$ cat src/rtl/core/blf_pkg.sv
// Package for the battery level filter: level codes, register indexes,
// the configuration bundle and the reciprocal table for the smoothing weight.
// No dependencies.
package blf_pkg;

  // Field widths
  localparam int MvW        = 16;
  localparam int AlphaW     = 7;
  localparam int CfgAddrW   = 2;

  // Fixed-point reciprocal of the weight: step = (|diff| * recip) >> RecipShift.
  // 2**23 > 100 * 2**16 keeps the truncated quotient exact for 16-bit diffs.
  localparam int RecipShift = 23;
  localparam int RecipW     = RecipShift + 1;
  localparam int ProdW      = MvW + RecipW;

  localparam int PercentScale = 100;
  localparam int AlphaMin     = 1;
  localparam int AlphaDepth   = 1 << AlphaW;

  // Battery classes
  typedef enum logic [1:0] {
    LVL_UNKNOWN  = 2'd0,
    LVL_NORMAL   = 2'd1,
    LVL_LOW      = 2'd2,
    LVL_CRITICAL = 2'd3
  } level_t;

  // Register indexes on the config port
  typedef enum logic [CfgAddrW-1:0] {
    REG_FILTER_PERCENT = 2'd0,
    REG_CRITICAL_LIMIT = 2'd1,
    REG_LOW_LIMIT      = 2'd2,
    REG_HYSTERESIS     = 2'd3
  } cfg_reg_t;

  // Reset values
  localparam logic [AlphaW-1:0] FILTER_PERCENT_RST = 7'd20;
  localparam logic [MvW-1:0]    CRITICAL_LIMIT_RST = 16'd3300;
  localparam logic [MvW-1:0]    LOW_LIMIT_RST      = 16'd3500;
  localparam logic [MvW-1:0]    HYSTERESIS_RST     = 16'd100;

  // Configuration as seen by the datapath
  typedef struct packed {
    logic [RecipW-1:0] recip;
    logic [MvW-1:0]    crit_mv;
    logic [MvW-1:0]    low_mv;
    logic [MvW-1:0]    hyst_mv;
  } cfg_t;

  typedef logic [RecipW-1:0] recip_tab_t [0:AlphaDepth-1];

  // ceil(alpha * 2**RecipShift / 100) with alpha clamped to 1..100;
  // evaluated at elaboration only.
  function automatic recip_tab_t build_recip_tab();
    recip_tab_t tab;
    longint     a;
    for (int i = 0; i < AlphaDepth; i++) begin
      a = longint'(i);
      if (a < AlphaMin) a = AlphaMin;
      if (a > PercentScale) a = PercentScale;
      tab[i] = RecipW'(((a << RecipShift) + PercentScale - 1) / PercentScale);
    end
    return tab;
  endfunction

  localparam recip_tab_t RECIP_TAB = build_recip_tab();

endpackage

$ cat src/rtl/core/blf_cfg_regs.sv
// Configuration register bank of the battery level filter.
// Converts the weight to its fixed-point reciprocal at write time.
// Depends on blf_pkg.
module blf_cfg_regs
  import blf_pkg::*;
(
  input  logic                clk,
  input  logic                rst_n,
  input  logic                cfg_we,
  input  logic [CfgAddrW-1:0] cfg_addr,
  input  logic [MvW-1:0]      cfg_wdata,
  output cfg_t                cfg
);

  logic [RecipW-1:0] recip_r;
  logic [MvW-1:0]    crit_r;
  logic [MvW-1:0]    low_r;
  logic [MvW-1:0]    hyst_r;

  // Register writes; weight goes through the reciprocal table
  always_ff @(posedge clk) begin
    if (!rst_n) begin
      recip_r <= RECIP_TAB[FILTER_PERCENT_RST];
      crit_r  <= CRITICAL_LIMIT_RST;
      low_r   <= LOW_LIMIT_RST;
      hyst_r  <= HYSTERESIS_RST;
    end else if (cfg_we) begin
      unique case (cfg_reg_t'(cfg_addr))
        REG_FILTER_PERCENT: recip_r <= RECIP_TAB[cfg_wdata[AlphaW-1:0]];
        REG_CRITICAL_LIMIT: crit_r  <= cfg_wdata;
        REG_LOW_LIMIT:      low_r   <= cfg_wdata;
        REG_HYSTERESIS:     hyst_r  <= cfg_wdata;
        default: ;
      endcase
    end
  end

  assign cfg.recip   = recip_r;
  assign cfg.crit_mv = crit_r;
  assign cfg.low_mv  = low_r;
  assign cfg.hyst_mv = hyst_r;

endmodule

$ cat src/rtl/core/blf_ema.sv
// Moving-average update: seed on first sample, else move by
// |diff| * alpha / 100 (truncated toward zero). Depends on blf_pkg.
module blf_ema
  import blf_pkg::*;
(
  input  logic [MvW-1:0]    raw_mv,
  input  logic [MvW-1:0]    smoothed_mv,
  input  logic [RecipW-1:0] recip,
  output logic [MvW-1:0]    next_mv
);

  logic             seed;
  logic             up;
  logic [MvW-1:0]   mag;
  logic [ProdW-1:0] prod;
  logic [MvW-1:0]   step;

  // Work on the magnitude so truncation is toward zero in both directions
  always_comb begin
    seed = (smoothed_mv == '0);
    up   = (raw_mv >= smoothed_mv);
    mag  = up ? (raw_mv - smoothed_mv) : (smoothed_mv - raw_mv);
    prod = ProdW'(mag) * ProdW'(recip);
    step = prod[RecipShift +: MvW];
    if (seed) begin
      next_mv = raw_mv;
    end else if (up) begin
      next_mv = smoothed_mv + step;
    end else begin
      next_mv = smoothed_mv - step;
    end
  end

endmodule

$ cat src/rtl/core/blf_classify.sv
// Four-state level classifier with hysteresis on leaving Low and Critical.
// Depends on blf_pkg.
module blf_classify
  import blf_pkg::*;
(
  input  logic [MvW-1:0] filt_mv,
  input  level_t         cur_level,
  input  cfg_t           cfg,
  output level_t         next_level
);

  logic [MvW:0] f_ext;
  logic [MvW:0] crit_exit;
  logic [MvW:0] low_exit;
  logic         at_crit;
  logic         at_low;

  // 17-bit thresholds so limit + margin never wraps
  always_comb begin
    f_ext     = {1'b0, filt_mv};
    crit_exit = {1'b0, cfg.crit_mv} + {1'b0, cfg.hyst_mv};
    low_exit  = {1'b0, cfg.low_mv} + {1'b0, cfg.hyst_mv};
    at_crit   = (filt_mv <= cfg.crit_mv);
    at_low    = (filt_mv <= cfg.low_mv);
  end

  always_comb begin
    unique case (cur_level)
      LVL_CRITICAL: begin
        if (f_ext >= crit_exit) begin
          next_level = at_low ? LVL_LOW : LVL_NORMAL;
        end else begin
          next_level = LVL_CRITICAL;
        end
      end
      LVL_LOW: begin
        if (at_crit) begin
          next_level = LVL_CRITICAL;
        end else if (f_ext >= low_exit) begin
          next_level = LVL_NORMAL;
        end else begin
          next_level = LVL_LOW;
        end
      end
      default: begin
        if (at_crit) begin
          next_level = LVL_CRITICAL;
        end else if (at_low) begin
          next_level = LVL_LOW;
        end else begin
          next_level = LVL_NORMAL;
        end
      end
    endcase
  end

endmodule

$ cat src/rtl/core/battery_level_filter_hysteresis.sv
// Battery level filter with hysteresis.
// Usage:
//   Input stream (in_*): one raw sample in millivolts per request; a zero
//   sample means no sample and reports the current state again.
//   Output stream (out_*): one request per input, carrying the battery
//   class and the filtered voltage after that sample.
//   Config port (cfg_*): 0 weight in percent, 1 critical limit,
//   2 low limit, 3 hysteresis margin; write only while the block is idle.
// Timing:
//   Input register, then the filter update and classifier feed the output
//   register. The filter state is the output register itself and is updated
//   as a request advances, so one request is taken every cycle while the
//   output is not stalled; the path is set by one 16x24 multiply plus the
//   threshold compares.
// Reset (rst_n low, synchronous): filter unseeded, class unknown,
//   registers back to 20 / 3300 / 3500 / 100, both streams empty.
// Stall: while out_tready is low the output holds; the input register
//   still takes one more request if it is empty, then in_tready drops.
// Depends on blf_pkg, blf_cfg_regs, blf_ema, blf_classify.
module battery_level_filter_hysteresis
  import blf_pkg::*;
(
  input  logic                clk,
  input  logic                rst_n,
  // input stream
  input  logic                in_tvalid,
  output logic                in_tready,
  input  logic [15:0]         in_tdata,   // [15:0] raw_mv
  // result stream
  output logic                out_tvalid,
  input  logic                out_tready,
  output logic [23:0]         out_tdata,  // [1:0] level_class, [17:2] filtered_mv, rest 0
  // config port
  input  logic                cfg_we,
  input  logic [CfgAddrW-1:0] cfg_addr,
  input  logic [MvW-1:0]      cfg_wdata
);

  cfg_t            cfg;
  logic            in_vld_r;
  logic [MvW-1:0]  sample_r;
  logic            out_vld_r;
  logic [MvW-1:0]  smoothed_r;
  logic [MvW-1:0]  smoothed_nxt;
  level_t          level_r;
  level_t          level_nxt;
  logic [MvW-1:0]  ema_mv;
  level_t          class_lvl;
  logic            out_free;
  logic            advance;
  logic            has_sample;

  blf_cfg_regs u_cfg (
    .clk       (clk),
    .rst_n     (rst_n),
    .cfg_we    (cfg_we),
    .cfg_addr  (cfg_addr),
    .cfg_wdata (cfg_wdata),
    .cfg       (cfg)
  );

  blf_ema u_ema (
    .raw_mv      (sample_r),
    .smoothed_mv (smoothed_r),
    .recip       (cfg.recip),
    .next_mv     (ema_mv)
  );

  blf_classify u_class (
    .filt_mv    (ema_mv),
    .cur_level  (level_r),
    .cfg        (cfg),
    .next_level (class_lvl)
  );

  // Handshake: input register moves on whenever the output slot frees up
  assign out_free  = !out_vld_r || out_tready;
  assign advance   = in_vld_r && out_free;
  assign in_tready = !in_vld_r || out_free;

  // Zero sample leaves the state untouched
  always_comb begin
    has_sample   = (sample_r != '0);
    smoothed_nxt = has_sample ? ema_mv : smoothed_r;
    level_nxt    = has_sample ? class_lvl : level_r;
  end

  // Input register
  always_ff @(posedge clk) begin
    if (!rst_n) begin
      in_vld_r <= 1'b0;
    end else if (in_tready) begin
      in_vld_r <= in_tvalid;
    end
  end

  always_ff @(posedge clk) begin
    if (in_tready && in_tvalid) begin
      sample_r <= in_tdata;
    end
  end

  // Filter state, which doubles as the output payload
  always_ff @(posedge clk) begin
    if (!rst_n) begin
      out_vld_r  <= 1'b0;
      smoothed_r <= '0;
      level_r    <= LVL_UNKNOWN;
    end else begin
      if (out_free) begin
        out_vld_r <= in_vld_r;
      end
      if (advance) begin
        smoothed_r <= smoothed_nxt;
        level_r    <= level_nxt;
      end
    end
  end

  assign out_tvalid = out_vld_r;
  assign out_tdata  = {6'd0, smoothed_r, level_r};

endmodule

$ cat config.mk
export PLATFORM = sky130hd
export DESIGN_NAME = battery_level_filter_hysteresis
export DESIGN_NICKNAME = d
export VERILOG_FILES = /design/src/rtl/core/blf_pkg.sv /design/src/rtl/core/blf_cfg_regs.sv /design/src/rtl/core/blf_ema.sv /design/src/rtl/core/blf_classify.sv /design/src/rtl/core/battery_level_filter_hysteresis.sv
export SDC_FILE = /design/constraint.sdc
export NUM_CORES = 1
export LEC_CHECK = 0
export ABC_AREA = 1
export BUFFER_PORTS_ARGS = -buffer_cell sky130_fd_sc_hd__buf_2
export CORE_MARGIN = 3
export CORE_UTILIZATION = 50
export DETAILED_ROUTE_END_ITERATION = 12
export HOLD_SLACK_MARGIN = 0.1
export PLACE_DENSITY = 0.66
export SLEW_MARGIN = 20
export SYNTH_ARGS = -nofsm -noshare
export SYNTH_HDL_FRONTEND = slang
export SYNTH_SLANG_ARGS = --single-unit
$ cat constraint.sdc
create_clock -name clk -period 34 [get_ports clk]
set_clock_uncertainty 0.05 [all_clocks]
set_input_delay 6.8 -clock clk [delete_from_list [all_inputs] [get_ports clk]]
set_output_delay 6.8 -clock clk [all_outputs]
set_load 0.01 [all_outputs]
==> impl_metrics.env <==
export IMPL_status="complete, no violations"
export IMPL_grt_pass1_vias=22535
export IMPL_holdPathStages=2
export IMPL_via_count=22020
export IMPL_crit_buf_inv=2
export IMPL_wl_per_cell_um=19.1
export IMPL_ios=65
export IMPL_grt_max_degree=65
export IMPL_hold_path_end="out_tvalid"
export IMPL_reg2reg_to="level_r[0]"
export IMPL_cts_buffers=9
export IMPL_htree_levels=3
export IMPL_grt_first_pass_wirelength_um=121000
export IMPL_hold_buffers=0
export IMPL_ctsResizeCount=0
export IMPL_min_path_type="reg -> reg"
export IMPL_cts_tree="yes"
export IMPL_clkTransAtPathRegs_ns=0.07
export IMPL_timing_rr_start="smoothed_r[2]"
export IMPL_die_h_um=223
export IMPL_synth_seq_area_share_pct=9.75
export IMPL_tns_ns=0
export IMPL_syn_area_mm2=0.0236
export IMPL_max_freq_mhz=70.5
export IMPL_cts_sink_count=107
export IMPL_cp_start_kind="input port"
export IMPL_critPathMaxStageDelay_ns=0.17
export IMPL_first_pass_iters=5
export IMPL_rsz0062_at_grt="no"
export IMPL_ant_nets=0
export IMPL_ys_types=65
export IMPL_hold_path_startpoint="in_vld_r"
export IMPL_worstMarginPinSlew_ns=1.15
export IMPL_maxCapViolations=0
export IMPL_row_count=78
export IMPL_cp_common_cell="buf_2"
export IMPL_final_net_count=3906
export IMPL_antenna_found_initial=0
export IMPL_grt_usage_pct=30.3
export IMPL_drc=0
export IMPL_gp_congestion=1.02
export IMPL_reg2regPathDepth=65
export IMPL_finalSetupViolCount=0
export IMPL_drt_iter0_markers=1653
export IMPL_core_mm2=0.0460
export IMPL_syn_instance_count=3328
export IMPL_max_slew_margin_pct=23.7
export IMPL_crit_type="in -> out"
export IMPL_critPathSlowestCell="nor2_1"
export IMPL_syn_avg_cell_area_um2=7.09
export IMPL_critPathCaptureType="output port"
export IMPL_die_area_mm2=0.0499
export IMPL_crit_chain="buf_2 -> nor2_1 -> nand2_1 -> buf_2"
export IMPL_post_cts_buffers=0
export IMPL_required_ns=27.15
export IMPL_drive_above_1_share_pct=4.08
export IMPL_n_fill_cell=4531
export IMPL_final_min_clock_period_ns=14.18
export IMPL_n_antenna_cell=0
export IMPL_die_x_um=223
export IMPL_hold_ws_ns=0.460
export IMPL_period_share_pct=41.7
export IMPL_synth_edff_count=16
export IMPL_insertion_delay_ns=0.37
export IMPL_start_util_pct=51.4
export IMPL_cts_buffer_depth=2
export IMPL_hpwl_um=61000
export IMPL_syn_to_final_growth_pct=4.24
export IMPL_path_delay_family="simple AND/OR/NAND/NOR gates"
export IMPL_synth_seq_cells=107
export IMPL_cp_max_fo=3
export IMPL_worst_ep_arrival_time_ns=7.33
export IMPL_synthFlopType="dfxtp_1"
export IMPL_final_cell_mix="inv_1, nand2_1, nor2_1, fa_1, ha_1"
export IMPL_slew_violations=0
export IMPL_yosysWarningCount=0
export IMPL_r2r_slack_ns=19.92
export IMPL_port_buffers=58
export IMPL_mostFrequentLayoutCell="inv_1"
export IMPL_viasPerCell=5.64
export IMPL_drt_wl_total_um=74700
export IMPL_ys_async_sr_fraction_pct=0
export IMPL_overflow=0
export IMPL_finalHoldViolCount=0
export IMPL_cts_root_buf="clkbuf_16"
how the worst max path moves through the flow:
stage	startpoint	endpoint	slack, ns	cells past startpoint
final	out_tready	in_tready	19.82	4
after global routing	sample_r[0]	level_r[0]	18.92	69
after CTS	out_tready	in_tready	19.83	4
after detailed placement	out_tready	in_tready	19.84	4
after global placement	out_tready	in_tready	19.82	4
after floorplan	out_tready	in_tready	20.08	2
routing by layer:
layer / routed length [µm] / GRT usage [%] / part of all wire (%) / up-vias
met5: 0 / 0 / 0 / -
met4: 3600 / 12.6 / 4.8 / 0
met3: 5210 / 4.43 / 7.0 / 187
met2: 35000 / 51.2 / 47 / 877
met1: 30900 / 38.9 / 41 / 10606
li1: - / - / - / 10350
final cells by class:
cell class | instances | area, µm² | area share, %
repair buffers | 76 | 425 | 1.73
well taps | 600 | 751 | 3.05
inverters | 689 | 2590 | 10.5
clock inverters | 6 | 47.5 | 0.193
clock buffers | 10 | 229 | 0.931
multi-input cells | 2419 | 18300 | 74.2
flip-flops and latches | 107 | 2300 | 9.36
cell families after synthesis:
group | share of synthesized area [%]
simple gates | 20.9
buf+inv | 13.0
fa+ha+maj | 39.8
compound gates | 13.8
flops | 9.75
xor+xnor | 2.81
other cells | 0.0159
metrics by stage:
step	std cells	util [%]	setup WS [ns]	area (µm²)
after floorplan	3333	-	20.08	23600
after global placement	3891	52.9	19.82	24300
after detailed placement	3891	52.9	19.84	24300
after CTS	3907	53.5	19.83	24600
after global routing	3907	53.5	18.92	24600
final	3907	53.5	19.82	24600
tightest hold or removal path, delay by kind of cell (launching register included):
| family | cells | cell delay, ns |
|---|---|---|
| and+or+nand+nor | 2 | 0.14 |
| DFF | 1 | 0.33 |
synthesized netlist by cell type (all sizes together) (27+ instances only):
cell type | count | area (µm²)
nor3 | 29 | 150
o211ai | 37 | 278
xnor2 | 27 | 236
xor2 | 48 | 428
a31oi | 28 | 175
o21ai | 205 | 1030
fa | 309 | 6190
ha | 256 | 3200
nand2 | 670 | 2580
a21oi | 192 | 972
nor2 | 378 | 1430
dfxtp | 91 | 1820
inv | 678 | 2540
clkbuf | 98 | 368
nand3 | 90 | 465
sequential cells by signal (all words and copies together) (netlist names):
register,count
sample_r,16
u_cfg.recip_r,23
in_vld_r,1
u_cfg.crit_r,16
out_tvalid,1
u_cfg.low_r,16
u_cfg.hyst_r,16
level_r,2
smoothed_r,16
Power is not shown: default switching activity piles up to over one toggle a cycle in this logic, so the estimate is an artifact.
